==> config.mk <==
export PLATFORM = sky130hd
export DESIGN_NAME = switch_command_pulse_queue_core_flat
export DESIGN_NICKNAME = d
export VERILOG_FILES = /design/src/sv/scpq_pkg.sv /design/src/sv/scpq_if.sv /design/src/sv/scpq_ctrl.sv /design/src/sv/scpq_dp.sv /design/src/sv/switch_command_pulse_queue_core.sv /design/src/flat_wrapper.sv
export VERILOG_INCLUDE_DIRS = /design/src /design/src/sv
export SDC_FILE = /design/constraint.sdc
export NUM_CORES = 1
export LEC_CHECK = 0
export BUFFER_PORTS_ARGS = -buffer_cell sky130_fd_sc_hd__buf_2
export CORE_ASPECT_RATIO = 1.5
export CORE_MARGIN = 4
export CORE_UTILIZATION = 40
export DETAILED_ROUTE_END_ITERATION = 8
export PLACE_DENSITY = 0.56
export SYNTH_ARGS = -nofsm -noshare
export SYNTH_HDL_FRONTEND = slang
export SYNTH_SLANG_ARGS = --single-unit
==> constraint.sdc <==
create_clock -name clk_i -period 4.4 [get_ports clk_i]
set_input_delay 1.1 -clock clk_i [delete_from_list [all_inputs] [get_ports clk_i]]
set_output_delay 1.1 -clock clk_i [all_outputs]
set_load 0.005 [all_outputs]
==> src/sv/switch_command_pulse_queue_core_defines.svh <==
// assertion macros for the switch command pulse queue
`ifndef SWITCH_COMMAND_PULSE_QUEUE_CORE_DEFINES_SVH
`define SWITCH_COMMAND_PULSE_QUEUE_CORE_DEFINES_SVH

// same-cycle implication, clocked on clk_i, off during reset
`define SCPQ_ASSERT_IMP(lbl, ante, cons) \
  lbl: assert property (@(posedge clk_i) disable iff (!rst_ni) (ante) |-> (cons)) \
    else $error("scpq assertion failed");

// next-cycle implication, clocked on clk_i, off during reset
`define SCPQ_ASSERT_NXT(lbl, ante, cons) \
  lbl: assert property (@(posedge clk_i) disable iff (!rst_ni) (ante) |=> (cons)) \
    else $error("scpq assertion failed");

`endif

==> src/sv/scpq_pkg.sv <==
// shared types and constants of the switch command pulse queue
package scpq_pkg;

  localparam int unsigned QueueDepthDef = 64;
  localparam int unsigned TimeW         = 16;
  localparam int unsigned AddrW         = 15;
  localparam int unsigned CountW        = 6;
  localparam int unsigned PhaseW        = 2;
  localparam int unsigned OpW           = 2;
  localparam int unsigned ApbAddrW      = 3;
  localparam int unsigned ApbDataW      = 32;

  localparam logic [TimeW-1:0] TimeResetVal = 16'd125;

  localparam logic [PhaseW-1:0] PhIdle = 2'd0;
  localparam logic [PhaseW-1:0] PhOn   = 2'd1;
  localparam logic [PhaseW-1:0] PhGap  = 2'd2;
  localparam logic [PhaseW-1:0] PhWait = 2'd3;

  localparam logic RegOnTime  = 1'b0;
  localparam logic RegGapTime = 1'b1;

  typedef enum logic [OpW-1:0] {
    OP_ADD  = 2'd0,
    OP_TICK = 2'd1,
    OP_TX   = 2'd2,
    OP_NOP  = 2'd3
  } op_e;

  typedef struct packed {
    logic              in_ready;
    logic              load;
    logic              push;
    logic              pop;
    logic              inc_ticks;
    logic              clr_ticks;
    logic              send;
    logic              send_on;
    logic              dropped;
    logic [PhaseW-1:0] phase;
  } cmd_t;

  typedef struct packed {
    logic [OpW-1:0] op;
    logic           tx_success;
    logic           empty;
    logic           full;
    logic           on_done;
    logic           gap_done;
    logic           out_free;
  } sts_t;

endpackage

==> src/sv/scpq_if.sv <==
// transaction channels of the switch command pulse queue
interface scpq_in_if;
  logic                           valid;
  logic                           ready;
  logic [scpq_pkg::OpW-1:0]       op;
  logic [scpq_pkg::AddrW-1:0]     address;
  logic                           direction;
  logic                           tx_success;

  modport source (output valid, op, address, direction, tx_success, input ready);
  modport sink (input valid, op, address, direction, tx_success, output ready);
endinterface

interface scpq_out_if;
  logic                            valid;
  logic                            ready;
  logic                            send_valid;
  logic [scpq_pkg::AddrW-1:0]      send_address;
  logic                            send_direction;
  logic                            send_on;
  logic                            add_dropped;
  logic [scpq_pkg::CountW-1:0]     pending_count;
  logic [scpq_pkg::PhaseW-1:0]     phase;

  modport source (output valid, send_valid, send_address, send_direction, send_on,
                  add_dropped, pending_count, phase, input ready);
  modport sink (input valid, send_valid, send_address, send_direction, send_on,
                add_dropped, pending_count, phase, output ready);
endinterface

==> src/sv/scpq_ctrl.sv <==
// controller: transaction handshake and pulse sequencer state machine
module scpq_ctrl (
  input  logic            clk_i,
  input  logic            rst_ni,
  input  logic            in_valid_i,
  input  scpq_pkg::sts_t  sts_i,
  output scpq_pkg::cmd_t  cmd_o
);

  typedef enum logic {
    CS_ACCEPT,
    CS_EXEC
  } ctl_e;

  typedef enum logic [scpq_pkg::PhaseW-1:0] {
    SEQ_IDLE = scpq_pkg::PhIdle,
    SEQ_ON   = scpq_pkg::PhOn,
    SEQ_GAP  = scpq_pkg::PhGap,
    SEQ_WAIT = scpq_pkg::PhWait
  } seq_e;

  ctl_e ctl_q, ctl_d;
  seq_e seq_q, seq_d;
  seq_e await_q, await_d;

  always_comb begin
    cmd_o    = '0;
    ctl_d    = ctl_q;
    seq_d    = seq_q;
    await_d  = await_q;
    cmd_o.in_ready = (ctl_q == CS_ACCEPT) && sts_i.out_free;
    case (ctl_q)
      CS_ACCEPT: begin
        if (in_valid_i && cmd_o.in_ready) begin
          ctl_d = CS_EXEC;
        end
      end
      CS_EXEC: begin
        ctl_d      = CS_ACCEPT;
        cmd_o.load = 1'b1;
        case (scpq_pkg::op_e'(sts_i.op))
          scpq_pkg::OP_ADD: begin
            cmd_o.push    = !sts_i.full;
            cmd_o.dropped = sts_i.full;
          end
          scpq_pkg::OP_TICK: begin
            cmd_o.inc_ticks = 1'b1;
            case (seq_q)
              SEQ_IDLE: begin
                if (!sts_i.empty) begin
                  seq_d         = SEQ_WAIT;
                  await_d       = SEQ_ON;
                  cmd_o.send    = 1'b1;
                  cmd_o.send_on = 1'b1;
                end
              end
              SEQ_ON: begin
                if (sts_i.on_done) begin
                  seq_d      = SEQ_WAIT;
                  await_d    = SEQ_GAP;
                  cmd_o.send = 1'b1;
                end
              end
              SEQ_GAP: begin
                if (sts_i.gap_done) begin
                  seq_d     = SEQ_IDLE;
                  cmd_o.pop = 1'b1;
                end
              end
              default: ;
            endcase
          end
          scpq_pkg::OP_TX: begin
            if (seq_q == SEQ_WAIT) begin
              if (sts_i.tx_success) begin
                seq_d           = await_q;
                cmd_o.clr_ticks = 1'b1;
              end else begin
                seq_d = SEQ_IDLE;
              end
            end
          end
          default: ;
        endcase
      end
      default: ctl_d = CS_ACCEPT;
    endcase
    cmd_o.phase = seq_d;
  end

  always_ff @(posedge clk_i or negedge rst_ni) begin
    if (!rst_ni) begin
      ctl_q   <= CS_ACCEPT;
      seq_q   <= SEQ_IDLE;
      await_q <= SEQ_IDLE;
    end else begin
      ctl_q   <= ctl_d;
      seq_q   <= seq_d;
      await_q <= await_d;
    end
  end

endmodule

==> src/sv/scpq_dp.sv <==
// datapath: command store, pointers, tick counter, settings and result register
module scpq_dp #(
  parameter int unsigned QUEUE_DEPTH = scpq_pkg::QueueDepthDef
) (
  input  logic                              clk_i,
  input  logic                              rst_ni,
  input  logic                              in_valid_i,
  input  logic [scpq_pkg::OpW-1:0]          in_op_i,
  input  logic [scpq_pkg::AddrW-1:0]        in_address_i,
  input  logic                              in_direction_i,
  input  logic                              in_tx_success_i,
  input  scpq_pkg::cmd_t                    cmd_i,
  output scpq_pkg::sts_t                    sts_o,
  input  logic                              out_ready_i,
  output logic                              out_valid_o,
  output logic                              send_valid_o,
  output logic [scpq_pkg::AddrW-1:0]        send_address_o,
  output logic                              send_direction_o,
  output logic                              send_on_o,
  output logic                              add_dropped_o,
  output logic [scpq_pkg::CountW-1:0]       pending_count_o,
  output logic [scpq_pkg::PhaseW-1:0]       phase_o,
  input  logic                              psel,
  input  logic                              penable,
  input  logic                              pwrite,
  input  logic [scpq_pkg::ApbAddrW-1:0]     paddr,
  input  logic [scpq_pkg::ApbDataW-1:0]     pwdata,
  output logic [scpq_pkg::ApbDataW-1:0]     prdata,
  output logic                              pready
);

  localparam int unsigned PtrW     = $clog2(QUEUE_DEPTH);
  localparam int unsigned EntryW   = scpq_pkg::AddrW + 1;
  localparam int unsigned CountMax = (2 ** scpq_pkg::CountW) - 1;
  localparam logic [PtrW-1:0] PtrLast = PtrW'(QUEUE_DEPTH - 1);

  logic [EntryW-1:0] mem [QUEUE_DEPTH];
  logic [EntryW-1:0] head_q;

  logic [PtrW-1:0] rd_ptr_q, rd_ptr_d;
  logic [PtrW-1:0] wr_ptr_q, wr_ptr_d;
  logic [PtrW-1:0] cnt_q, cnt_d;
  logic [scpq_pkg::TimeW-1:0] ticks_q, ticks_d, ticks_inc;
  logic [scpq_pkg::TimeW-1:0] on_time_q, gap_time_q;

  logic [scpq_pkg::OpW-1:0]   op_q;
  logic [scpq_pkg::AddrW-1:0] addr_q;
  logic                       dir_q;
  logic                       ok_q;

  logic                       out_valid_q;
  logic                       cfg_wr;
  logic [scpq_pkg::CountW-1:0] pend;

  // item capture
  always_ff @(posedge clk_i) begin
    if (in_valid_i && cmd_i.in_ready) begin
      op_q   <= in_op_i;
      addr_q <= in_address_i;
      dir_q  <= in_direction_i;
      ok_q   <= in_tx_success_i;
    end
  end

  // command store
  always_ff @(posedge clk_i) begin
    if (cmd_i.push) begin
      mem[wr_ptr_q] <= {dir_q, addr_q};
    end
    head_q <= mem[rd_ptr_q];
  end

  assign ticks_inc = (ticks_q != '1) ? ticks_q + 1'b1 : ticks_q;

  always_comb begin
    rd_ptr_d = rd_ptr_q;
    wr_ptr_d = wr_ptr_q;
    cnt_d    = cnt_q;
    ticks_d  = ticks_q;
    if (cmd_i.push) begin
      wr_ptr_d = (wr_ptr_q == PtrLast) ? '0 : wr_ptr_q + 1'b1;
      cnt_d    = cnt_q + 1'b1;
    end
    if (cmd_i.pop) begin
      rd_ptr_d = (rd_ptr_q == PtrLast) ? '0 : rd_ptr_q + 1'b1;
      cnt_d    = cnt_q - 1'b1;
    end
    if (cmd_i.clr_ticks) begin
      ticks_d = '0;
    end else if (cmd_i.inc_ticks) begin
      ticks_d = ticks_inc;
    end
  end

  always_comb begin
    if (32'(cnt_d) > 32'(CountMax)) begin
      pend = '1;
    end else begin
      pend = scpq_pkg::CountW'(cnt_d);
    end
  end

  always_ff @(posedge clk_i or negedge rst_ni) begin
    if (!rst_ni) begin
      rd_ptr_q <= '0;
      wr_ptr_q <= '0;
      cnt_q    <= '0;
      ticks_q  <= '0;
    end else begin
      rd_ptr_q <= rd_ptr_d;
      wr_ptr_q <= wr_ptr_d;
      cnt_q    <= cnt_d;
      ticks_q  <= ticks_d;
    end
  end

  assign sts_o.op         = op_q;
  assign sts_o.tx_success = ok_q;
  assign sts_o.empty      = (cnt_q == '0);
  assign sts_o.full       = (cnt_q == PtrLast);
  assign sts_o.on_done    = (ticks_inc >= on_time_q);
  assign sts_o.gap_done   = (ticks_inc >= gap_time_q);
  assign sts_o.out_free   = !out_valid_q || out_ready_i;

  // result register
  always_ff @(posedge clk_i or negedge rst_ni) begin
    if (!rst_ni) begin
      out_valid_q <= 1'b0;
    end else if (cmd_i.load) begin
      out_valid_q <= 1'b1;
    end else if (out_ready_i) begin
      out_valid_q <= 1'b0;
    end
  end

  always_ff @(posedge clk_i) begin
    if (cmd_i.load) begin
      send_valid_o     <= cmd_i.send;
      send_address_o   <= cmd_i.send ? head_q[scpq_pkg::AddrW-1:0] : '0;
      send_direction_o <= cmd_i.send ? head_q[EntryW-1] : 1'b0;
      send_on_o        <= cmd_i.send_on;
      add_dropped_o    <= cmd_i.dropped;
      pending_count_o  <= pend;
      phase_o          <= cmd_i.phase;
    end
  end

  assign out_valid_o = out_valid_q;

  // settings registers
  assign cfg_wr = psel && penable && pwrite;
  assign pready = 1'b1;

  always_ff @(posedge clk_i or negedge rst_ni) begin
    if (!rst_ni) begin
      on_time_q  <= scpq_pkg::TimeResetVal;
      gap_time_q <= scpq_pkg::TimeResetVal;
    end else if (cfg_wr) begin
      if (paddr[2] == scpq_pkg::RegOnTime) begin
        on_time_q <= pwdata[scpq_pkg::TimeW-1:0];
      end else begin
        gap_time_q <= pwdata[scpq_pkg::TimeW-1:0];
      end
    end
  end

  always_comb begin
    if (paddr[2] == scpq_pkg::RegGapTime) begin
      prdata = scpq_pkg::ApbDataW'(gap_time_q);
    end else begin
      prdata = scpq_pkg::ApbDataW'(on_time_q);
    end
  end

endmodule

==> src/sv/switch_command_pulse_queue_core.sv <==
// top level of the switch command pulse queue
// result: registered at the rising edge after the one that accepts the transaction
// a new item is taken only after the controller has executed the previous one and is back in its accept state
// the next item is taken while the previous result still waits, if it leaves this cycle
// reset: pointers, tick counter and sequencer cleared, both times back to 125 ticks
// command store contents are not cleared; only written entries are ever read
module switch_command_pulse_queue_core #(
  parameter int unsigned QUEUE_DEPTH = scpq_pkg::QueueDepthDef
) (
  input  logic                          clk_i,
  input  logic                          rst_ni,
  scpq_in_if.sink                       item_i,
  scpq_out_if.source                    result_o,
  input  logic                          psel,
  input  logic                          penable,
  input  logic                          pwrite,
  input  logic [scpq_pkg::ApbAddrW-1:0] paddr,
  input  logic [scpq_pkg::ApbDataW-1:0] pwdata,
  output logic [scpq_pkg::ApbDataW-1:0] prdata,
  output logic                          pready
);

  `include "switch_command_pulse_queue_core_defines.svh"

  scpq_pkg::cmd_t cmd;
  scpq_pkg::sts_t sts;

  scpq_ctrl u_ctrl (
    .clk_i      (clk_i),
    .rst_ni     (rst_ni),
    .in_valid_i (item_i.valid),
    .sts_i      (sts),
    .cmd_o      (cmd)
  );

  scpq_dp #(
    .QUEUE_DEPTH (QUEUE_DEPTH)
  ) u_dp (
    .clk_i            (clk_i),
    .rst_ni           (rst_ni),
    .in_valid_i       (item_i.valid),
    .in_op_i          (item_i.op),
    .in_address_i     (item_i.address),
    .in_direction_i   (item_i.direction),
    .in_tx_success_i  (item_i.tx_success),
    .cmd_i            (cmd),
    .sts_o            (sts),
    .out_ready_i      (result_o.ready),
    .out_valid_o      (result_o.valid),
    .send_valid_o     (result_o.send_valid),
    .send_address_o   (result_o.send_address),
    .send_direction_o (result_o.send_direction),
    .send_on_o        (result_o.send_on),
    .add_dropped_o    (result_o.add_dropped),
    .pending_count_o  (result_o.pending_count),
    .phase_o          (result_o.phase),
    .psel             (psel),
    .penable          (penable),
    .pwrite           (pwrite),
    .paddr            (paddr),
    .pwdata           (pwdata),
    .prdata           (prdata),
    .pready           (pready)
  );

  assign item_i.ready = cmd.in_ready;

  `SCPQ_ASSERT_NXT(a_accept_then_exec, item_i.valid && item_i.ready, !item_i.ready)
  `SCPQ_ASSERT_IMP(a_push_not_full, cmd.push, !sts.full)
  `SCPQ_ASSERT_IMP(a_send_awaits_result, result_o.valid && result_o.send_valid, result_o.phase == scpq_pkg::PhWait)
  `SCPQ_ASSERT_NXT(a_load_shows_result, cmd.load, result_o.valid)

endmodule

==> src/flat_wrapper.sv <==
// flat-port wrapper written by rule: the top's interface ports become plain ports
module switch_command_pulse_queue_core_flat 
#(
  parameter int unsigned QUEUE_DEPTH = scpq_pkg::QueueDepthDef
)
  (clk_i, rst_ni, psel, penable, pwrite, paddr, pwdata, prdata, pready, item_i_valid, item_i_op, item_i_address, item_i_direction, item_i_tx_success, item_i_ready, result_o_valid, result_o_send_valid, result_o_send_address, result_o_send_direction, result_o_send_on, result_o_add_dropped, result_o_pending_count, result_o_phase, result_o_ready);
  scpq_in_if item_i_i ();
  scpq_out_if result_o_i ();
  input  logic clk_i;
  input  logic rst_ni;
  input  logic psel;
  input  logic penable;
  input  logic pwrite;
  input  logic [scpq_pkg::ApbAddrW-1:0] paddr;
  input  logic [scpq_pkg::ApbDataW-1:0] pwdata;
  output logic [scpq_pkg::ApbDataW-1:0] prdata;
  output logic pready;
  input wire logic [$bits(item_i_i.valid)-1:0] item_i_valid;
  input wire logic [$bits(item_i_i.op)-1:0] item_i_op;
  input wire logic [$bits(item_i_i.address)-1:0] item_i_address;
  input wire logic [$bits(item_i_i.direction)-1:0] item_i_direction;
  input wire logic [$bits(item_i_i.tx_success)-1:0] item_i_tx_success;
  output wire logic [$bits(item_i_i.ready)-1:0] item_i_ready;
  output wire logic [$bits(result_o_i.valid)-1:0] result_o_valid;
  output wire logic [$bits(result_o_i.send_valid)-1:0] result_o_send_valid;
  output wire logic [$bits(result_o_i.send_address)-1:0] result_o_send_address;
  output wire logic [$bits(result_o_i.send_direction)-1:0] result_o_send_direction;
  output wire logic [$bits(result_o_i.send_on)-1:0] result_o_send_on;
  output wire logic [$bits(result_o_i.add_dropped)-1:0] result_o_add_dropped;
  output wire logic [$bits(result_o_i.pending_count)-1:0] result_o_pending_count;
  output wire logic [$bits(result_o_i.phase)-1:0] result_o_phase;
  input wire logic [$bits(result_o_i.ready)-1:0] result_o_ready;
  assign item_i_i.valid = item_i_valid;
  assign item_i_i.op = item_i_op;
  assign item_i_i.address = item_i_address;
  assign item_i_i.direction = item_i_direction;
  assign item_i_i.tx_success = item_i_tx_success;
  assign item_i_ready = item_i_i.ready;
  assign result_o_valid = result_o_i.valid;
  assign result_o_send_valid = result_o_i.send_valid;
  assign result_o_send_address = result_o_i.send_address;
  assign result_o_send_direction = result_o_i.send_direction;
  assign result_o_send_on = result_o_i.send_on;
  assign result_o_add_dropped = result_o_i.add_dropped;
  assign result_o_pending_count = result_o_i.pending_count;
  assign result_o_phase = result_o_i.phase;
  assign result_o_i.ready = result_o_ready;
  switch_command_pulse_queue_core #(.QUEUE_DEPTH(QUEUE_DEPTH)) u_core (.clk_i(clk_i), .rst_ni(rst_ni), .item_i(item_i_i), .result_o(result_o_i), .psel(psel), .penable(penable), .pwrite(pwrite), .paddr(paddr), .pwdata(pwdata), .prdata(prdata), .pready(pready));
endmodule
## Word level (Yosys, flattened, before mapping)

Memories as Yosys holds them, arrays and structs flattened. A register that Yosys moved wholly into a read port is not among the register bits.
Index checks and enable logic that the tools add are counted.

| word-level totals | value |
|---|---|
| bits in registers | 118 |
| latch bits | 0 |
| memory bits (writable) | 1024 |
| ROM bits | 0 |
| input bits | 61 |
| output and inout port bits | 62 |
| word-level logic and storage cells | 99 |
| memories | 1 |

| cells by class | value |
|---|---|
| add/subtract/negate cells | 5 |
| multipliers | 0 |
| div/mod/pow operators | 0 |
| $lt $le $gt $ge | 2 |
| equality and inequality tests | 11 |
| shifts and indexed selects | 0 |
| mux-type cells | 39 |
| bitwise operators | 2 |
| reductions and logical operators | 18 |

Memory list:

| name | depth | bits a word | rd ports | clocked after Yosys merged registers in | wr ports | RTL line | source |
|---|---|---|---|---|---|---|---|
| u_core.u_dp.mem | 64 | 16 | 1 | 1 | 1 | scpq_dp.sv:37 | `logic [EntryW-1:0] mem [QUEUE_DEPTH];` |

Operators by type and width:

| cell | number |
|---|---|
| 2-to-1 mux 16 bit | 4 |
| greater-or-equal comparator 16 bit | 2 |
| 2-to-1 mux 6 bit | 4 |
| 2-to-1 mux 2 bit | 11 |
| adder 6 x 1 -> 6 bit (second input constant) | 3 |
| equality test 6 bit (second input constant) | 3 |
| adder 16 x 1 -> 16 bit (second input constant) | 1 |
| != test 16 bit (second input constant) | 1 |
| 2-to-1 mux 1 bit | 14 |
| 2-to-1 mux 8 bit | 1 |
| case mux 2 bit (2 select lines) | 2 |
| equality test 2 bit (second input constant) | 3 |
| zero test 6 bit | 1 |
| case mux 2 bit (3 select lines) | 1 |
| AND reduction 2 bit | 3 |
| nonzero test 2 bit | 3 |
| subtractor 6 x 1 -> 6 bit (second input constant) | 1 |
| AND reduction 5 bit | 1 |
| equality test 2 x 1 -> 1 bit (second input constant) | 2 |
| logical AND 1 bit | 4 |
| zero test 2 bit | 2 |
| case mux 1 bit (2 select lines) | 2 |
| AND reduction 3 bit | 1 |
| zero test 1 bit | 2 |
| 4 further kinds | 5 |

## Logic depth before layout (Yosys ltp)

| depth | value |
|---|---|
| depth in word-level cells | 9 |
| mapped depth | 15 |
| depth with buffers taken out | 13 |

## Cells and area by module

From an unflattened synthesis, not the netlist that was laid out.

| unflattened totals | value |
|---|---|
| cells, all modules | 2363 |
| area, all modules | 45855.2 um^2 |

Modules (own cells, without submodules):

| module | times used | cells each | area each (um^2) | sequential area each (um^2) |
|---|---|---|---|---|
| scpq_dp | 1 | 2313 | 45448.6 | 34142.7 |
| scpq_ctrl | 1 | 50 | 406.6 | 125.1 |

## Worst setup path before layout

No wires, ideal clock.

| path | value |
|---|---|
| kind | reg2reg |
| from | register u_core.u_dp.ticks_q[0] (netlist name) |
| to | register u_core.u_dp.send_address_o[10] (netlist name) (data pin) |
| library setup time | 0.255 ns |
| arrival | 3.149 ns |
| required time | 4.145 ns |
| path slack | 0.996 ns |
| cell stages (with the launch flop) | 13 |
| buffers on the path | 1 |
| clock period less this slack | 3.404 ns |
| path through | dfrtp_1 > ha_1 > nand3_1 > nor2_1 > a31oi_1 > xor2_1 > ha_1 > and3_1 > a221o_1 > a221oi_1 > a31oi_1 > clkbuf_1 > and2_1 |

RTL lines:

| item | RTL line | source |
|---|---|---|
| start: declaration | scpq_dp.sv:43 | `logic [scpq_pkg::TimeW-1:0] ticks_q, ticks_d, ticks_inc;` |
| start signal: assignment | scpq_dp.sv:113 | `ticks_q <= ticks_d;` |
| end signal: assignment | scpq_dp.sv:139 | `send_address_o <= cmd_i.send ? head_q[scpq_pkg::AddrW-1:0] : '0;` |
| end: declaration | scpq_dp.sv:17 | `output logic [scpq_pkg::AddrW-1:0] send_address_o,` |

## Worst setup path after layout

| path | value |
|---|---|
| from | register u_core.u_dp.ticks_q[0] (netlist name) |
| to | register u_core.u_dp.send_address_o[4] (netlist name) (data pin) |

| between the ends | value |
|---|---|
| cells in the longest elaborated chain, start to end | 7 |
| elaborated cells between the ends (all ways) | 8 |
| classes of those cells | 1 x add/sub; 1 x order compare; 1 x eq/ne; 5 x mux |

RTL lines:

| item | RTL line | source |
|---|---|---|
| adder 16 x 1 -> 16 bit or != test 16 bit (tied branches) | scpq_dp.sv:73 | `assign ticks_inc = (ticks_q != '1) ? ticks_q + 1'b1 : ticks_q;` |
| 2-to-1 mux 16 bit (*) | scpq_dp.sv:73 |  |
| greater-or-equal comparator 16 bit (*) | scpq_dp.sv:121 | `assign sts_o.on_done = (ticks_inc >= on_time_q);` |
| 2-to-1 mux 1 bit (*) | scpq_ctrl.sv:58 | `if (sts_i.on_done) begin` |
| case mux 1 bit (2 select lines) (*) | scpq_ctrl.sv:48 | `case (seq_q)` |
| 2-to-1 mux 2 bit (*) | scpq_ctrl.sv:41 | `case (scpq_pkg::op_e'(sts_i.op))` |
| 2-to-1 mux 8 bit (*) | scpq_ctrl.sv:32 | `case (ctl_q)` |

Mark *: on every way between the ends. The rest lies on a longest branch, timed or not.
A chain may end at the register's enable or synchronous reset.

==> results_dict.tcl <==
set metrics [dict create \
    synthCells 2252 \
    synthArstFlopShare_pct 6.22 \
    switchingPower_mw 4.83 \
    tightest_slew_ns 1.15 \
    seq_power_share_pct 54.5 \
    n_antenna_cell 0 \
    wire_per_inst_um 27.6 \
    finalCriticalPeriod_ns 4.07 \
    syn_area_per_cell_um2 20.4 \
    synthesis.area_um2 45900 \
    cts_root_buffer "clkbuf_16" \
    tns_ns 0 \
    slew_violations 0 \
    criticalPathCategory "reg -> reg" \
    layout_commonest_cell "edfxtp_1" \
    finalSetupViolCount 0 \
    cp_common_cell "ha_1" \
    pwr-share-clk_pct 41.0 \
    final_cell_mix "edfxtp_1, mux4_2, buf_4" \
    finalHoldViolCount 0 \
    start_kind "register" \
    first_iter_violations 1876 \
    cts_made_buffers 104 \
    ys_types 63 \
    synth_seq_cells 1158 \
    grt_pass1_vias 23200 \
    place_congestion 0.888 \
    combPwrFrac_pct 4.4 \
    period_share_pct 92.6 \
    layout.nets 2555 \
    initial_core_util_pct 40.5 \
    worstSkewPairLatency_ns 0.72 \
    firstDrtPassIters 5 \
    cts_buffer_depth 3 \
    power_density_nw_per_um2 438 \
    grt_max_degree 73 \
    arrival_ns 4.53 \
    worst_path_max_delay_cell "dfrtp_1" \
    antenna_found_initial 4 \
    antenna_left 0 \
    cp_data_required_time_ns 4.86 \
    drt_wl_total_mm 110 \
    critPathMaxFanout 17 \
    status "finished clean" \
    fp.dieArea_um2 120000 \
    clock-sinks 1158 \
    synth_edf_count 1070 \
    grt-ovfl-total 0 \
    hp-class "in -> async" \
    htreeDepth 3 \
    rows 151 \
    drc_errors 0 \
    syn_to_final_growth_pct 13.5 \
    io-pin-count 123 \
    fin_cells 3996 \
    die_w_um 285 \
    drive_gt1_share_pct 28.4 \
    grtUsageTotal_pct 18.3 \
    end_kind "register" \
    finClkSkew_ns 0.0337 \
    io_buffers 87 \
    fmax_mhz 246 \
    peakVddDrop_uv 297 \
    cap_violations 0 \
    slowest_delay_ns 0.44 \
    ys_warn_count 0 \
    dp_hpwl_mm 69.6 \
    fp.dieH_um 423 \
    fp.coreArea_um2 113000 \
    power.internal_mw 18.0 \
    viasPerCell 5.56 \
    rsz0062_at_grt "false" \
    ys.flop_type "edfxtp_1" \
    sw_frac_of_total_pct 21.2 \
    dpl.cell_count 3801 \
    p_leak_nw 16.7 \
    grt_pass1_wl_mm 162 \
    post_cts_buffers 0 \
    clkSlewWorstSetupHoldPaths_ns 0.06 \
    yosysSeqAreaShare_pct 74.7 \
    path_cells "ha_1 > nand3_1 > nor2_1 > a31oi_2 > xor2_1 > ha_1 > and3_1 > a221o_1 > a221oi_1 > buf_4 > a31oi_1 > and2_1" \
    slew-limit-headroom_pct 22.9 \
    dr_total_vias 22200 \
    cts_tree "yes" \
]
-- Yosys cell counts (5+ instances only) --
master / number / area (um^2)
mux2i_1: 58 / 581
mux4_2: 287 / 6460
xor2_1: 6 / 52.6
ha_1: 40 / 500
buf_2: 30 / 150
nand4_1: 11 / 68.8
o211ai_1: 5 / 37.5
and2_1: 25 / 156
dfstp_2: 12 / 315
mux2_2: 41 / 462
nor3_1: 8 / 40.0
buf_1: 14 / 52.6
buf_4: 22 / 165
a31oi_1: 8 / 50.1
a211oi_1: 8 / 60.1
or3_1: 6 / 37.5
o21a_1: 5 / 37.5
o22ai_1: 8 / 50.1
a21o_1: 8 / 60.1
xnor2_1: 13 / 114
a22oi_1: 25 / 188
nor2_1: 95 / 357
inv_1: 44 / 165
clkbuf_1: 50 / 188
nor2b_1: 10 / 62.6
edfxtp_1: 1070 / 32100
nand3_1: 22 / 110
nand2_1: 78 / 293
buf_6: 11 / 124
dfrtp_1: 60 / 1500
o21ai_0: 43 / 215
a21oi_1: 41 / 205
dfxtp_1: 16 / 320
o31ai_1: 5 / 37.5
-- cells by family (layout without fill, tap and decap cells) --
| group | Yosys count | after routing | share of synthesized area (%) |
|---|---|---|---|
| DFF | 1158 | 1158 | 74.7 |
| muxes | 386 | 386 | 16.4 |
| and+or+nand+nor | 276 | 276 | 2.78 |
| AOI/OAI and AO/OA | 198 | 198 | 2.84 |
| buffers and inverters | 173 | 449 | 1.86 |
| adders and majority gates | 40 | 40 | 1.09 |
| xor gates and xnor gates | 19 | 19 | 0.363 |
| other | 2 | 17 | 0.0164 |
-- registers in the layout, indices dropped and copies added (netlist names), 6 cells and up --
register,cells
u_core.u_dp.addr_q,15
u_core.u_dp.cnt_q,6
u_core.u_dp.on_time_q,16
u_core.u_dp.head_q,16
u_core.u_dp.send_address_o,15
u_core.u_dp.rd_ptr_q,6
u_core.u_dp.ticks_q,16
u_core.u_dp.pending_count_o,6
u_core.u_dp.wr_ptr_q,6
u_core.u_dp.gap_time_q,16
u_core.u_dp.mem,1024
-- worst max-delay path: cells and delay by family, from the launching register on --
| kind | cells | cell delay [ns] |
|---|---|---|
| AO/OA/AOI/OAI | 4 | 1.37 |
| AND/OR/NAND/NOR | 4 | 0.84 |
| adder cells (fa/ha/maj) | 2 | 0.59 |
| flip-flops | 1 | 0.44 |
| XOR/XNOR | 1 | 0.38 |
| buffers and inverters | 1 | 0.19 |
-- power by group through the flow --
| stage | combinational (mW) | clock [mW] | sequential [mW] |
|---|---|---|---|
| after floorplan | 0.523 | 0 | 12.7 |
| after global placement | 0.972 | 0 | 12.6 |
| after detailed placement | 1.02 | 0 | 12.7 |
| after CTS | 1.02 | 9.61 | 12.4 |
| after global routing | 1.11 | 10.1 | 12.4 |
| final | 1.01 | 9.36 | 12.4 |
-- per-stage QoR --
step           setup WS [ns]  util (%)  power [mW]  area (um^2)  hold slack (ns)
2_1_floorplan          0.996         -        13.2        45900            0.479
3_3_place_gp           0.327      42.8        13.6        48500            0.493
3_5_place_dp           0.203      42.8        13.7        48500            0.499
4_1_cts                0.188      45.9        23.1        52100            0.484
5_1_grt               0.0367      45.9        23.6        52100            0.515
6_report               0.327      45.9        22.8        52100            0.510
-- routing by layer --
metal  wire [um]  up-vias  global-route usage, %
met5           0        -                      0
met4        2920        0                   5.54
met3        4840      156                   2.66
met2       61200      615                   34.5
met1       41400    11900                   21.6
li1            -     9581                      -
-- final timing paths --
kind                                          start                       endpoint  slack, ns  depth (start not counted)
max                          u_core.u_dp.ticks_q[0]  u_core.u_dp.send_address_o[4]       0.33                         12
min                                          rst_ni           u_core.u_dp.cnt_q[0]       0.51                          1
max reg2reg                  u_core.u_dp.ticks_q[0]  u_core.u_dp.send_address_o[4]       0.33                         12
min reg2reg                u_core.u_dp.on_time_q[8]       u_core.u_dp.on_time_q[8]       0.51                          1
max in group asynchronous                    rst_ni        u_core.u_dp.rd_ptr_q[2]       3.09                          1
min in group clk_i         u_core.u_dp.on_time_q[8]       u_core.u_dp.on_time_q[8]       0.51                          1
-- timing repair --
item                       4_1_cts  5_1_grt
hold buffers                     0        0
setup endpoints to repair        0       16
gates resized for setup          0        2
-- layout make-up --
type | count | area (um^2)
Sequential cell | 1158 | 34300
Timing Repair Buffer | 208 | 1460
Inverter | 46 | 173
Tap cell | 1453 | 1820
Clock buffer | 131 | 2860
Multi-Input combinational cell | 936 | 10800
Clock inverter | 64 | 673
Fill cell | 9458 | 61300
Note: power is estimated with default switching activity, not from simulation.
